File: src/sv/nsrgb_pkg.sv
`timescale 1ns / 1ps
// ----------------------------------------------------------------------------
// nsrgb_pkg
// Shared widths, register indexes and divider constants for the
// nearest-neighbour scaler and rgbx to bgr24 converter.
// ----------------------------------------------------------------------------
package nsrgb_pkg;

  // configuration register widths
  localparam int CFG_SIZE_W  = 13;
  localparam int CFG_PITCH_W = 15;
  localparam int CFG_DATA_W  = 15;
  localparam int CFG_IDX_W   = 3;

  // register indexes
  localparam logic [CFG_IDX_W-1:0] REG_SRC_WIDTH  = 3'd0;
  localparam logic [CFG_IDX_W-1:0] REG_SRC_HEIGHT = 3'd1;
  localparam logic [CFG_IDX_W-1:0] REG_TGT_WIDTH  = 3'd2;
  localparam logic [CFG_IDX_W-1:0] REG_TGT_HEIGHT = 3'd3;
  localparam logic [CFG_IDX_W-1:0] REG_SRC_PITCH  = 3'd4;
  localparam logic [CFG_IDX_W-1:0] REG_SWAP_RB    = 3'd5;

  // payload widths
  localparam int PIXEL_W = 32;
  localparam int BYTE_W  = 8;
  localparam int OFF_W   = 26;

  // quotient bits resolved per divider cycle
  localparam int DIV_STEPS = 2;

endpackage

File: src/sv/nearest_scale_rgbx_to_bgr24.sv
`timescale 1ns / 1ps
// ----------------------------------------------------------------------------
// nearest_scale_rgbx_to_bgr24
// Destination-ordered nearest-neighbour scaler: turns each fetched rgbx
// source pixel into a bgr24 word with its destination offset, and works out
// the source offset to fetch for the next destination position.
// ----------------------------------------------------------------------------
//  channel  | handshake                | payload
//  ---------+--------------------------+--------------------------------------
//  input    | in_valid_i / in_stall_o  | pixel_word_i
//  output   | out_valid_o / out_stall_i| blue_o green_o red_o target_offset_o
//           |                          | next_source_offset_o row_done_o
//           |                          | frame_done_o
//  config   | cfg_we_i                 | cfg_index_i cfg_data_i
//
//  An accepted word runs through the states MUL_T, MUL_X, DIV_X, MUL_Y,
//  DIV_Y, MUL_S and DONE before it loads the output register, and the input
//  stays stalled until the sequencer is back in IDLE. The time is set by the
//  shared radix-4 restoring divider, run once for the column and once for
//  the row, and the shared multiplier used four times per word.
//  Reset clears the counters and the sequencer and returns the config
//  registers to their defaults.
//  A waiting result sits in the output register; a stalled output holds the
//  sequencer in its last state until the register frees.
// ----------------------------------------------------------------------------
module nearest_scale_rgbx_to_bgr24
  import nsrgb_pkg::*;
#(
  parameter int MAX_WIDTH  = 4096,
  parameter int MAX_HEIGHT = 4096
) (
  input  logic                  clk_i,
  input  logic                  rst_ni,
  // configuration
  input  logic                  cfg_we_i,
  input  logic [CFG_IDX_W-1:0]  cfg_index_i,
  input  logic [CFG_DATA_W-1:0] cfg_data_i,
  // input words
  input  logic                  in_valid_i,
  output logic                  in_stall_o,
  input  logic [PIXEL_W-1:0]    pixel_word_i,
  // output words
  output logic                  out_valid_o,
  input  logic                  out_stall_i,
  output logic [BYTE_W-1:0]     blue_o,
  output logic [BYTE_W-1:0]     green_o,
  output logic [BYTE_W-1:0]     red_o,
  output logic [OFF_W-1:0]      target_offset_o,
  output logic [OFF_W-1:0]      next_source_offset_o,
  output logic                  row_done_o,
  output logic                  frame_done_o
);

  // derived widths
  localparam int CW   = $clog2(MAX_WIDTH);
  localparam int RW   = $clog2(MAX_HEIGHT);
  localparam int TWW  = $clog2(MAX_WIDTH + 1);
  localparam int THW  = $clog2(MAX_HEIGHT + 1);
  localparam int XW   = (TWW > THW) ? TWW : THW;
  localparam int EXW  = (XW > CFG_SIZE_W) ? XW : CFG_SIZE_W;
  localparam int SW_W = XW + 2;
  localparam int MB_W = (SW_W > CFG_PITCH_W) ? SW_W : CFG_PITCH_W;
  localparam int PW   = OFF_W + MB_W;
  localparam int DW   = ((CW > RW) ? CW : RW) + CFG_SIZE_W;
  localparam int NI   = (DW + DIV_STEPS - 1) / DIV_STEPS;
  localparam int DWP  = NI * DIV_STEPS;
  localparam int NW   = (NI > 1) ? $clog2(NI) : 1;

  // sequencer codes
  localparam logic [2:0] S_IDLE  = 3'd0;
  localparam logic [2:0] S_MUL_T = 3'd1;
  localparam logic [2:0] S_MUL_X = 3'd2;
  localparam logic [2:0] S_DIV_X = 3'd3;
  localparam logic [2:0] S_MUL_Y = 3'd4;
  localparam logic [2:0] S_DIV_Y = 3'd5;
  localparam logic [2:0] S_MUL_S = 3'd6;
  localparam logic [2:0] S_DONE  = 3'd7;

  // configuration registers
  logic [CFG_SIZE_W-1:0]  src_width_q, src_height_q, tgt_width_q, tgt_height_q;
  logic [CFG_PITCH_W-1:0] src_pitch_q;
  logic                   swap_rb_q;

  // sequencer and counters
  logic [2:0]    state_q, state_d;
  logic [CW-1:0] col_q, cur_col_q;
  logic [RW-1:0] row_q, cur_row_q;
  logic          row_end_q, frame_end_q;
  logic [NW-1:0] cnt_q;

  // datapath registers
  logic [BYTE_W-1:0] px_blue_q, px_green_q, px_red_q;
  logic [PW-1:0]     prod_q;
  logic [OFF_W-1:0]  toff_q, sx_q;
  logic [XW:0]       rem_q;
  logic [DWP-1:0]    quo_q;

  // output register
  logic              out_valid_q;
  logic [BYTE_W-1:0] out_blue_q, out_green_q, out_red_q;
  logic [OFF_W-1:0]  out_toff_q, out_nso_q;
  logic              out_row_q, out_frame_q;

  logic            in_acc, out_free;
  logic [XW-1:0]   tw, th, tw_m1, th_m1, div_v;
  logic [SW_W-1:0] stride;
  logic            row_end, frame_end;
  logic [OFF_W-1:0] mul_a, col3, nso;
  logic [MB_W-1:0]  mul_b;
  logic [PW-1:0]    mul_p;
  logic [XW:0]      rem_v;
  logic [DWP-1:0]   quo_v;

  assign in_stall_o = (state_q != S_IDLE);
  assign in_acc     = in_valid_i && !in_stall_o;
  assign out_free   = !out_valid_q || !out_stall_i;

  // clamp target sizes to 1..max
  always_comb begin
    if (tgt_width_q == '0) begin
      tw = XW'(1);
    end else if (EXW'(tgt_width_q) > EXW'(MAX_WIDTH)) begin
      tw = XW'(MAX_WIDTH);
    end else begin
      tw = XW'(tgt_width_q);
    end
    if (tgt_height_q == '0) begin
      th = XW'(1);
    end else if (EXW'(tgt_height_q) > EXW'(MAX_HEIGHT)) begin
      th = XW'(MAX_HEIGHT);
    end else begin
      th = XW'(tgt_height_q);
    end
  end

  assign tw_m1 = tw - XW'(1);
  assign th_m1 = th - XW'(1);

  // destination row stride padded to 4 bytes
  assign stride = (SW_W'(tw) + (SW_W'(tw) << 1) + SW_W'(3)) & ~SW_W'(3);

  // end of row and frame for the current position
  assign row_end   = XW'(col_q) >= tw_m1;
  assign frame_end = row_end && (XW'(row_q) >= th_m1);

  // shared multiplier operand select
  always_comb begin
    mul_a = '0;
    mul_b = '0;
    unique case (state_q)
      S_MUL_T: begin
        mul_a = OFF_W'(cur_row_q);
        mul_b = MB_W'(stride);
      end
      S_MUL_X: begin
        mul_a = OFF_W'(col_q);
        mul_b = MB_W'(src_width_q);
      end
      S_MUL_Y: begin
        mul_a = OFF_W'(row_q);
        mul_b = MB_W'(src_height_q);
      end
      S_MUL_S: begin
        mul_a = OFF_W'(quo_q);
        mul_b = MB_W'(src_pitch_q);
      end
      default: begin
        mul_a = '0;
        mul_b = '0;
      end
    endcase
  end

  assign mul_p = PW'(mul_a) * PW'(mul_b);

  // shared divider, two quotient bits per cycle
  assign div_v = (state_q == S_DIV_Y) ? th : tw;

  always_comb begin
    rem_v = rem_q;
    quo_v = quo_q;
    for (int i = 0; i < DIV_STEPS; i++) begin
      rem_v = {rem_v[XW-1:0], quo_v[DWP-1]};
      quo_v = {quo_v[DWP-2:0], 1'b0};
      if (rem_v >= {1'b0, div_v}) begin
        rem_v    = rem_v - {1'b0, div_v};
        quo_v[0] = 1'b1;
      end
    end
  end

  assign col3 = OFF_W'(cur_col_q) + (OFF_W'(cur_col_q) << 1);
  assign nso  = OFF_W'(prod_q) + (sx_q << 2);

  // next state
  always_comb begin
    state_d = state_q;
    unique case (state_q)
      S_IDLE:  if (in_acc) state_d = S_MUL_T;
      S_MUL_T: state_d = S_MUL_X;
      S_MUL_X: state_d = S_DIV_X;
      S_DIV_X: if (cnt_q == NW'(NI - 1)) state_d = S_MUL_Y;
      S_MUL_Y: state_d = S_DIV_Y;
      S_DIV_Y: if (cnt_q == NW'(NI - 1)) state_d = S_MUL_S;
      S_MUL_S: state_d = S_DONE;
      S_DONE:  if (out_free) state_d = S_IDLE;
      default: state_d = S_IDLE;
    endcase
  end

  // configuration writes
  always_ff @(posedge clk_i or negedge rst_ni) begin
    if (!rst_ni) begin
      src_width_q  <= CFG_SIZE_W'(1);
      src_height_q <= CFG_SIZE_W'(1);
      tgt_width_q  <= CFG_SIZE_W'(1);
      tgt_height_q <= CFG_SIZE_W'(1);
      src_pitch_q  <= CFG_PITCH_W'(4);
      swap_rb_q    <= 1'b0;
    end else if (cfg_we_i) begin
      unique case (cfg_index_i)
        REG_SRC_WIDTH:  src_width_q  <= cfg_data_i[CFG_SIZE_W-1:0];
        REG_SRC_HEIGHT: src_height_q <= cfg_data_i[CFG_SIZE_W-1:0];
        REG_TGT_WIDTH:  tgt_width_q  <= cfg_data_i[CFG_SIZE_W-1:0];
        REG_TGT_HEIGHT: tgt_height_q <= cfg_data_i[CFG_SIZE_W-1:0];
        REG_SRC_PITCH:  src_pitch_q  <= cfg_data_i[CFG_PITCH_W-1:0];
        REG_SWAP_RB:    swap_rb_q    <= cfg_data_i[0];
        default: ;
      endcase
    end
  end

  // sequencer, counters and output valid
  always_ff @(posedge clk_i or negedge rst_ni) begin
    if (!rst_ni) begin
      state_q     <= S_IDLE;
      col_q       <= '0;
      row_q       <= '0;
      cnt_q       <= '0;
      out_valid_q <= 1'b0;
    end else begin
      state_q <= state_d;
      if (in_acc) begin
        if (row_end) begin
          col_q <= '0;
          row_q <= frame_end ? '0 : row_q + RW'(1);
        end else begin
          col_q <= col_q + CW'(1);
        end
      end
      if (state_q == S_DIV_X || state_q == S_DIV_Y) begin
        cnt_q <= (cnt_q == NW'(NI - 1)) ? '0 : cnt_q + NW'(1);
      end
      if (state_q == S_DONE && out_free) begin
        out_valid_q <= 1'b1;
      end else if (!out_stall_i) begin
        out_valid_q <= 1'b0;
      end
    end
  end

  // datapath
  always_ff @(posedge clk_i) begin
    if (in_acc) begin
      cur_col_q   <= col_q;
      cur_row_q   <= row_q;
      row_end_q   <= row_end;
      frame_end_q <= frame_end;
      px_green_q  <= pixel_word_i[2*BYTE_W-1:BYTE_W];
      px_blue_q   <= swap_rb_q ? pixel_word_i[3*BYTE_W-1:2*BYTE_W]
                               : pixel_word_i[BYTE_W-1:0];
      px_red_q    <= swap_rb_q ? pixel_word_i[BYTE_W-1:0]
                               : pixel_word_i[3*BYTE_W-1:2*BYTE_W];
    end
    unique case (state_q)
      S_MUL_T: prod_q <= mul_p;
      S_MUL_X: begin
        toff_q <= OFF_W'(prod_q) + col3;
        quo_q  <= DWP'(mul_p);
        rem_q  <= '0;
      end
      S_DIV_X, S_DIV_Y: begin
        quo_q <= quo_v;
        rem_q <= rem_v;
      end
      S_MUL_Y: begin
        sx_q  <= OFF_W'(quo_q);
        quo_q <= DWP'(mul_p);
        rem_q <= '0;
      end
      S_MUL_S: prod_q <= mul_p;
      default: ;
    endcase
    if (state_q == S_DONE && out_free) begin
      out_blue_q  <= px_blue_q;
      out_green_q <= px_green_q;
      out_red_q   <= px_red_q;
      out_toff_q  <= toff_q;
      out_nso_q   <= nso;
      out_row_q   <= row_end_q;
      out_frame_q <= frame_end_q;
    end
  end

  assign out_valid_o          = out_valid_q;
  assign blue_o               = out_blue_q;
  assign green_o              = out_green_q;
  assign red_o                = out_red_q;
  assign target_offset_o      = out_toff_q;
  assign next_source_offset_o = out_nso_q;
  assign row_done_o           = out_row_q;
  assign frame_done_o         = out_frame_q;

`ifndef SYNTHESIS
  // an accepted word blocks the input on the next cycle
  assert property (@(posedge clk_i) disable iff (!rst_ni)
    in_acc |=> in_stall_o)
    else $error("input not blocked after accept");

  // frame end only on a row end
  assert property (@(posedge clk_i) disable iff (!rst_ni)
    out_valid_o |-> (!frame_done_o || row_done_o))
    else $error("frame end without row end");

  // partial remainder stays below the divisor
  assert property (@(posedge clk_i) disable iff (!rst_ni)
    (state_q == S_DIV_X || state_q == S_DIV_Y) |-> (rem_q < {1'b0, div_v}))
    else $error("divider remainder out of range");

  // column counter stays inside the clamped row after an accepted word
  assert property (@(posedge clk_i) disable iff (!rst_ni)
    (state_q == S_MUL_T) |-> (XW'(col_q) <= tw_m1))
    else $error("column counter past row end");
`endif

endmodule

File: config.mk
export PLATFORM = sky130hd
export DESIGN_NAME = nearest_scale_rgbx_to_bgr24
export DESIGN_NICKNAME = d
export VERILOG_FILES = /design/src/sv/nsrgb_pkg.sv /design/src/sv/nearest_scale_rgbx_to_bgr24.sv
export SDC_FILE = /design/constraint.sdc
export NUM_CORES = 1
export LEC_CHECK = 0
export ABC_AREA = 1
export BUFFER_PORTS_ARGS = -buffer_cell sky130_fd_sc_hd__buf_2
export CAP_MARGIN = 20
export CORE_ASPECT_RATIO = 0.8
export CORE_MARGIN = 5
export CORE_UTILIZATION = 35
export DETAILED_ROUTE_END_ITERATION = 10
export PLACE_DENSITY = 0.55
export SLEW_MARGIN = 25
export SYNTH_ARGS = -nofsm -noshare
export SYNTH_HDL_FRONTEND = slang
export SYNTH_SLANG_ARGS = --single-unit
File: constraint.sdc
create_clock -name clk_i -period 18.4 [get_ports clk_i]
set_clock_uncertainty 0.15 [all_clocks]
set_input_delay 2.76 -clock clk_i [delete_from_list [all_inputs] [get_ports clk_i]]
set_output_delay 2.76 -clock clk_i [all_outputs]
set_load 0.05 [all_outputs]
# == Word-level counts from Yosys, hierarchy flattened ==
# Cells that the tools add are included.
# totals
elab_cells,117
in_bits,55
ramBits,0
register_bits,343
mem_count,0
mem_bits_ro,0
latchBits,0
output_inout_bits,80
# classes
muxes,25
n_reduce_logical,25
n_div,0
n_shift,0
multipliers,1
bitwise,0
n_lt_le_gt_ge,6
addsub,12
eq_ne,18
# op_table
cell,count
26-bit case mux with 4 select lines,1
13-bit two-way mux,7
15-bit case mux with 4 select lines,1
26-bit case mux with 2 select lines,1
14-bit by 13-bit >= comparator with 1-bit output,2
26-bit by 14-bit adder with 26-bit output,1
26-bit adder,1
12-bit by 13-bit >= comparator with 1-bit output,2
"13-bit greater-than comparator, second input constant",2
13-bit zero test,2
26-bit by 15-bit multiplier with 26-bit output,1
13-bit case mux with 2 select lines,1
"13-bit by 1-bit subtractor with 13-bit output, second input constant",2
13-bit subtractor,2
"12-bit by 1-bit adder with 12-bit output, second input constant",2
12-bit two-way mux,2
3-bit case mux with 8 select lines,1
"3-bit == test, second input constant",6
8-bit two-way mux,2
13-bit by 14-bit adder with 15-bit output,1
"15-bit by 2-bit adder with 15-bit output, second input constant",1
12-bit by 13-bit adder with 14-bit output,1
2-bit AND reduction,7
"3-bit by 2-bit == test with 1-bit output, second input constant",4
16 further kinds,34

# == Logic depth before layout (Yosys ltp) ==
# Gate-level depths: netlist of the first run.
# logic_depth
ltp_word,9
mapped_depth,46

# == Worst setup path after synthesis of the first run ==
# OpenSTA, ideal clock, no wires.
# synth_path
path_kind,register -> register
startpoint,reg tgt_width_q[9]
endpoint,"reg quo_q[22], data pin"
arrival_ps,7925
path_slack_ps,10072
path_buffers,2
path_stages_with_launch,40
setup_ps,252
period_less_slack_ps,8328
cell_sequence,dfrtp_1 inv_1 nand4_1 nor2_1 nand3_1 nand2_1 inv_1 nor2_1 inv_1 ha_1 ha_1 nand2_1 inv_1 nand2_1 nand2_1 a21oi_1 o21ai_0 nand2_1 [... 4 more ...] inv_1 fa_1 fa_1 fa_1 inv_1 fa_1 inv_1 fa_1 ha_1 nand2_1 nor4_1 a21oi_1 o21ai_0 a31oi_1 o21ai_0 xor2_1 nand2_1 nand2_1
# synth_via
elab_chain_cells,8
word_cells_on_any_way,9
cone_classes,add/sub (2); mul (1); order compare (1); mux (4); reduce/logical (1)
# synth_rtl
item,line,text
from (decl),nearest_scale_rgbx_to_bgr24.sv:80,"logic [CFG_SIZE_W-1:0] src_width_q, src_height_q, tgt_width_q, tgt_height_q;"
from (signal assigned),nearest_scale_rgbx_to_bgr24.sv:224,REG_TGT_WIDTH: tgt_width_q <= cfg_data_i[CFG_SIZE_W-1:0];
13-bit greater-than comparator,nearest_scale_rgbx_to_bgr24.sv:122,end else if (EXW'(tgt_width_q) > EXW'(MAX_WIDTH)) begin
13-bit two-way mux,nearest_scale_rgbx_to_bgr24.sv:122,
13-bit two-way mux *,nearest_scale_rgbx_to_bgr24.sv:120,if (tgt_width_q == '0) begin
13-bit by 14-bit adder with 15-bit output *,nearest_scale_rgbx_to_bgr24.sv:140,assign stride = (SW_W'(tw) + (SW_W'(tw) << 1) + SW_W'(3)) & ~SW_W'(3);
15-bit by 2-bit adder with 15-bit output *,nearest_scale_rgbx_to_bgr24.sv:140,
15-bit case mux with 4 select lines *,nearest_scale_rgbx_to_bgr24.sv:150,unique case (state_q)
26-bit by 15-bit multiplier with 26-bit output *,nearest_scale_rgbx_to_bgr24.sv:174,assign mul_p = PW'(mul_a) * PW'(mul_b);
via mul_p[22],nearest_scale_rgbx_to_bgr24.sv:110,logic [PW-1:0] mul_p;
26-bit case mux with 2 select lines *,nearest_scale_rgbx_to_bgr24.sv:275,unique case (state_q)
to (signal assigned),nearest_scale_rgbx_to_bgr24.sv:279,quo_q <= DWP'(mul_p);
to (signal assigned),nearest_scale_rgbx_to_bgr24.sv:283,quo_q <= quo_v;
to (signal assigned),nearest_scale_rgbx_to_bgr24.sv:288,quo_q <= DWP'(mul_p);
to (decl),nearest_scale_rgbx_to_bgr24.sv:96,logic [DWP-1:0] quo_q;
# The timed path passes the listed nets; every way through them passes the cells marked *.
# A chain may end at the register's enable or synchronous reset.

# == Worst setup path after layout of the first run ==
# layout_path
startpoint,reg tgt_width_q[11]
endpoint,"reg quo_q[22], data pin"
# Same word-level chain as after synthesis.

==> results of run 1 <==
## flip-flops by register name, summed over array words and instances, names as in the netlist, 12 cells and up
signal	count
row_q	12
target_offset_o	26
prod_q	26
src_height_q	13
sx_q	24
src_pitch_q	15
cur_row_q	12
quo_q	26
tgt_width_q	13
src_width_q	13
col_q	12
cur_col_q	12
rem_q	13
toff_q	26
next_source_offset_o	26
tgt_height_q	13
## worst max-delay path, delay by kind of cell, from the launching register on
| kind | cells | cell delay [ps] |
|---|---|---|
| and+or+nand+nor | 14 | 2800 |
| DFF | 1 | 390 |
| xor gates and xnor gates | 1 | 110 |
| buffers and inverters | 7 | 680 |
| AOI/OAI and AO/OA | 6 | 1150 |
| adders and majority gates | 9 | 4210 |
## metrics by stage
stage / hold WS (ps) / util (%)
5_1_grt: 270 / 39.2
6_report: 267 / 39.2
3_5_place_dp: 255 / 37.5
2_1_floorplan: 250 / -
4_1_cts: 266 / 39.2
3_3_place_gp: 251 / 37.5
## cells by family (layout without fill, tap and decap cells)
kind of cell               after synthesis  count (layout)  synth area share [%]
adders and majority gates              415             415                  26.1
muxes                                    2               2                0.0853
and+or+nand+nor                       1054            1054                  16.3
AOI/OAI and AO/OA                      384             384                  7.98
DFF                                    343             343                  37.1
buffers and inverters                  586             728                  8.47
xor gates and xnor gates               120             120                  3.98
## routing by layer
layer / track usage (%) / up-vias
met4: 3.73 / 0
met3: 3.12 / 80
met1: 26.3 / 9434
met5: 0 / -
met2: 25.6 / 506
li1: - / 9493
## power groups by stage
| stage | sequential [mW] | combinational (mW) | clock (mW) |
|---|---|---|---|
| floorplan | 1.52 | 2.51 | 0 |
| global placement | 1.47 | 3.51 | 0 |
| detailed placement | 1.47 | 3.55 | 0 |
| CTS | 1.46 | 3.56 | 0.788 |
| global route | 1.48 | 4.05 | 0.821 |
| finish | 1.46 | 3.54 | 0.765 |
## final timing paths
kind	start	to	slack, ps	cells after the start
max	tgt_width_q[11]	quo_q[22]	8680	37
min	toff_q[18]	target_offset_o[18]	270	0
max reg2reg	tgt_width_q[11]	quo_q[22]	8680	37
min reg2reg	toff_q[18]	target_offset_o[18]	270	0
max in group asynchronous	rst_ni	row_q[2]	14860	2
min in group asynchronous	rst_ni	src_pitch_q[14]	2010	1
## layout make-up
cell class / count / area (um2)
fillers: 7567 / 45700
multi-input cells: 1975 / 14400
flip-flops and latches: 343 / 9810
inverters: 516 / 1940
well taps: 1012 / 1270
clock buffers: 49 / 1080
repair buffers: 146 / 783
clock inverters: 17 / 173
## layout by cell type (no fill, tap or decap), types with 15 or more instances in the layout
| master | netlist | final |
|---|---|---|
| nor3_1 | 22 | 22 |
| inv_1 | 507 | 506 |
| fa_1 | 226 | 226 |
| ha_1 | 189 | 189 |
| dfrtp_1 | 95 | 95 |
| o22ai_1 | 15 | 15 |
| nand3_1 | 117 | 116 |
| nand2_1 | 686 | 685 |
| buf_2 | 7 | 125 |
| buf_4 | 3 | 21 |
| o21ai_0 | 193 | 193 |
| a21oi_1 | 113 | 112 |
| xor2_1 | 88 | 88 |
| edfxtp_1 | 243 | 243 |
| clkbuf_16 | 0 | 40 |
| nor2_1 | 180 | 179 |
| xnor2_1 | 32 | 32 |
==> impl_results.md, run 1 <==
* Critical Path AT at 9910 ps
* Crit path launch type: register
* Dpl cells at 3,992
* Tot Pwr at 5.76 mW
* TritonRoute pass-1 iters at 5
* Fin crit period at 9720 ps
* Final Setup Violations at 0
* Pin slew with the least headroom to its limit at 1040 ps
* Initial antenna violation count at 1
* Synthesized instance count at 2,904
* DR DRC count at 0
* Max stage delay on crit path at 790 ps
* Top cells by area, synth: edfxtp_1 (28%), fa_1 (17%), nand2_1 (9.8%)
* Layout area overhead at 11.5%
* Setup Crit Path Kind: reg2reg
* Boundary Pins at 135
* Htree depth at 2
* Critical path required time at 18,590 ps
* Met2 wire len at 29.0 mm
* Leak Pwr at 13.9 nW
* Mapped Avg Cell Area at 9.09 um2
* Worst slew margin at 30.2%
* Final Cycle Share at 52.8%
* PortBufs at 126
* Biggest area consumer among synthesized cells: edfxtp_1
* Top Layer Used: met4
* Internal power at 2.90 mW
* DP Wirelength at 53.7 mm
* Setup TNS at 0 ps
* Final net count at 3,489
* CTS sink cnt at 343
* Routed len/inst at 17.1 um
* Setup slack at placement at 8780 ps
* Fin. max-slew vios at 0
* Number of synthesized flops with an enable pin at 243
* CP Max Fanout at 21
* Area share of the largest cell type after synthesis at 27.6%
* Ys Warns at 0
* CTS tree: yes
* Yosys reg bits at 343
* Post-cts gate resize count at 0
* Cell Pwr Density at 196 mW/mm2
* Max cap viols at 0
* Post-synth top cells: nand2_1 (686), inv_1 (507), edfxtp_1 (243)
* Most frequent CP cell: nand2_1
* Max Freq at 103 MHz
* Die area at 0.0811 mm2
* Synthesized area at 0.0264 mm2
* CTS root buffer: clkbuf_16
* RSZ-0062 raised after global routing: false
* Count leader, synth: nand2_1
* Share of layout cells above drive strength 1 at 8.08%
* Cell variety after synth at 56
* Cts bufs inserted at 37
* Die height at 256 um
* Status: complete, no violations
* Primary flip-flop cell chosen by synthesis mapping: edfxtp_1
* Met3 WL at 4.63 mm
* Crit path capture type: register
* Iter 0 DRT Violations at 1,414
* Largest net degree at the start of global routing at 66
* Antenna Nets Post-Route at 0
* Switch Pwr at 2.87 mW
* Core area at 0.0751 mm2
* Worst-case clock buffer depth at 3
* Fin. Hold Viols at 0
* Drt via density at 4.81
* Clock share of power at 13.3%
* Fraction of registers with async set/reset at 29.2%
* Area after DPL at 0.0282 mm2
* Worst skew pair latency at 580 ps
* Seq/Total Area, Yosys at 37.1%
* Flop pwr share at 25.3%
* DR vias at 19,500
* HP Class: reg2reg
* Worst-path clk slew at 60 ps
* Chip Width at 317 um
* Final Wtd Congestion at 0.881
* Wirelength, routed at 69.4 mm
* Row count at 90
* Vias in the first global route at 19,400
* Hold_buf cts at 0
* Critical-path top delay cell: nand2_1
* Comb pwr share at 61.4%
* First-pass GRT wire length at 110 mm
* Fin cells at 4,058
* Setup Fix Bufs, Post-CTS at 0
* Post-route setup slack at 8680 ps
* Post-route cell area at 0.0294 mm2
* M1 wire length at 34.3 mm
* N_diodes at 0
* GRT Util Overall at 17.3%
* Syn_nets at 3,374
* Peak VDD IR at 0.166 mV
* Initial Util at 35.2%
* Net Sw Frac at 49.7%
* Grt ovf at 0
(Power assumes the default switching activity.)
==> run 2, diff against run 1 <==
==> constraint.sdc (replaced) <==
create_clock -name clk_i -period 10 [get_ports clk_i]
set_clock_uncertainty 0.15 [all_clocks]
set_input_delay 1.5 -clock clk_i [delete_from_list [all_inputs] [get_ports clk_i]]
set_output_delay 1.5 -clock clk_i [all_outputs]
set_load 0.05 [all_outputs]
==> impl_results.md, run 2 (synthesized netlist as in run 1, its figures left out) <==
* Most common cell after layout, fill and taps aside: nand2_1 (unchanged)
* Setup Fix Bufs, Post-CTS at 0 (unchanged)
* Critical-path top delay cell: nor4_1 (was nand2_1)
* Clock share of power at 13.4% (was 13.3%)
* Max stage delay on crit path at 620 ps (was 790 ps)
* Post-cts gate resize count at 0 (unchanged)
* DR vias at 19,500 (unchanged)
* Share of layout cells above drive strength 1 at 8.45% (was 8.08%)
* Pin slew with the least headroom to its limit at 980 ps (was 1040 ps)
* Switch Pwr at 5.27 mW (was 2.87 mW)
* Wirelength, routed at 69.4 mm (about the same)
* Initial Util at 35.2% (unchanged)
* Vias in the first global route at 19,300 (was 19,400)
* CTS sink cnt at 343 (unchanged)
* Final Cycle Share at 93.5% (was 52.8%)
* HP Class: reg2reg (unchanged)
* Layout area overhead at 11.9% (was 11.5%)
* Htree depth at 2 (unchanged)
* Critical Path AT at 9520 ps (was 9910 ps)
* Iter 0 DRT Violations at 1,451 (was 1,414)
* Core area at 0.0751 mm2 (unchanged)
* Final net count at 3,507 (was 3,489)
* Critical path required time at 10,170 ps (was 18,590 ps)
* Hold_sp: toff_q[0] (was toff_q[18])
* Fin. Hold Viols at 0 (unchanged)
* Initial antenna violation count at 1 (unchanged)
* Post-layout util at 39.4% (was 39.2%)
* Worst-case clock buffer depth at 3 (unchanged)
* DP Wirelength at 54.7 mm (was 53.7 mm)
* Final Setup Violations at 0 (unchanged)
* Most frequent cells in the layout: nand2_1 (685), inv_1 (506), edfxtp_1 (243), fa_1 (226), o21ai_0 (193) (unchanged)
* Status: complete, no violations (unchanged)
* Hold-critical path endpoint: target_offset_o[0] (was target_offset_o[18])
* Die height at 256 um (unchanged)
* Worst slew margin at 34.5% (was 30.2%)
* Internal power at 5.40 mW (was 2.90 mW)
* Crit path max-delay family: adder cells (unchanged)
* Drt via density at 4.79 (was 4.81)
* First-pass GRT wire length at 111 mm (was 110 mm)
* Max cap viols at 0 (unchanged)
* CP Max Fanout at 9 (was 21)
* Largest net degree at the start of global routing at 71 (was 66)
* Die area at 0.0811 mm2 (unchanged)
* Most frequent CP cell: nand2_1 (unchanged)
* RSZ-0062 raised after global routing: false (unchanged)
* GRT Util Overall at 17.3% (about the same)
* CTS root buffer: clkbuf_16 (unchanged)
* Crit path buf inv count at 8 (was 7)
* Hold_buf cts at 0 (unchanged)
* Final Wtd Congestion at 0.882 (was 0.881)
* PortBufs at 126 (unchanged)
* Post-route setup slack at 655 ps (was 8680 ps)
* Crit path capture type: register (unchanged)
* Post-route cell area at 0.0296 mm2 (was 0.0294 mm2)
* Grt ovf at 0 (unchanged)
* Setup TNS at 0 ps (unchanged)
* Net Sw Frac at 49.4% (was 49.7%)
* TritonRoute pass-1 iters at 5 (unchanged)
* Worst skew pair latency at 570 ps (was 580 ps)
* DR DRC count at 0 (unchanged)
* Fin crit period at 9350 ps (was 9720 ps)
* Row count at 90 (unchanged)
* Leak Pwr at 14.0 nW (was 13.9 nW)
* R2r worst-path depth at 38 (was 37)
* Comb pwr share at 61.4% (about the same)
* Hold Path Cell Cnt at 0 (unchanged)
* Fin. max-slew vios at 0 (unchanged)
* Reg-to-Reg Start: tgt_width_q[9] (was tgt_width_q[11])
* R2R setup slack at 650 ps (was 8680 ps)
* Setup slack at placement at 811 ps (was 8780 ps)
* CP startpoint: tgt_width_q[9] (was tgt_width_q[11])
* Flop pwr share at 25.1% (was 25.3%)
* Area after DPL at 0.0283 mm2 (was 0.0282 mm2)
* Routed len/inst at 17.0 um (was 17.1 um)
* Setup Crit Path Kind: reg2reg (unchanged)
* Cell Pwr Density at 361 mW/mm2 (was 196 mW/mm2)
* Peak VDD IR at 0.245 mV (was 0.166 mV)
* Boundary Pins at 135 (unchanged)
* Worst-path clk slew at 70 ps (was 60 ps)
* CTS tree: yes (unchanged)
* Chip Width at 317 um (unchanged)
* Max Freq at 107 MHz (was 103 MHz)
* Crit path launch type: register (unchanged)
* R2R Path End: quo_q[22] (unchanged)
* Cts bufs inserted at 37 (unchanged)
* Tot Pwr at 10.7 mW (was 5.76 mW)
* Antenna Nets Post-Route at 0 (unchanged)
==> run 2: cell types whose count changed in the layout (fill, tap and decap cells not counted) <==
cell,change
nand3_1,+1
clkinv_2,-1
clkbuf_8,-4
buf_4,+18
clkbuf_1,+2
bufinv_16,+3
diode_2,+1
nor2_2,-1
clkinv_16,-1
clkinvlp_4,+1
clkinv_1,+1
nand3_2,-1
nor2_1,+1
clkbuf_16,-1
==> run 2: how the worst max path moves through the flow <==
stage            endpoint  cells past startpoint
3_5_place_dp    quo_q[22]                     42
5_1_grt        prod_q[25]                     43
2_1_floorplan   quo_q[22]                     39
3_3_place_gp    quo_q[22]                     42
6_report        quo_q[22]                     38
4_1_cts         quo_q[22]                     42
==> run 2: power groups by stage <==
stage          combinational [mW]  sequential, mW  clock [mW]
4_1_cts                      6.59            2.68        1.48
2_1_floorplan                4.62            2.79           0
6_report                     6.56            2.68        1.43
5_1_grt                      7.51            2.73        1.54
3_5_place_dp                 6.56            2.71           0
3_3_place_gp                 6.50            2.70           0
==> run 2: final cells by class <==
cell class / count / area (um2)
antenna: 1 / 2.50
sequential: 343 / 9810
clock inverter: 20 / 239
tap: 1012 / 1270
timing repair buffer: 164 / 918
clock buffer: 46 / 1010
fill: 7644 / 45500
multi-input combinational: 1975 / 14400
inverter: 516 / 1940
==> run 2: stage by stage <==
| step | std cells | hold slack (ps) |
|---|---|---|
| after floorplan | 2904 | 250 |
| after global placement | 4010 | 251 |
| after detailed placement | 4010 | 255 |
| after CTS | 4076 | 268 |
| after global routing | 4076 | 269 |
| final | 4077 | 265 |
==> run 2: layer usage <==
metal	track usage (%)	part of all wire [%]	wire length, um	vias to the layer above
met5	0	0	0	-
met4	3.31	2.0	1390	0
met3	3.55	6.7	4680	76
met2	25.6	42	28900	518
met1	26.4	50	34500	9377
li1	-	-	-	9542
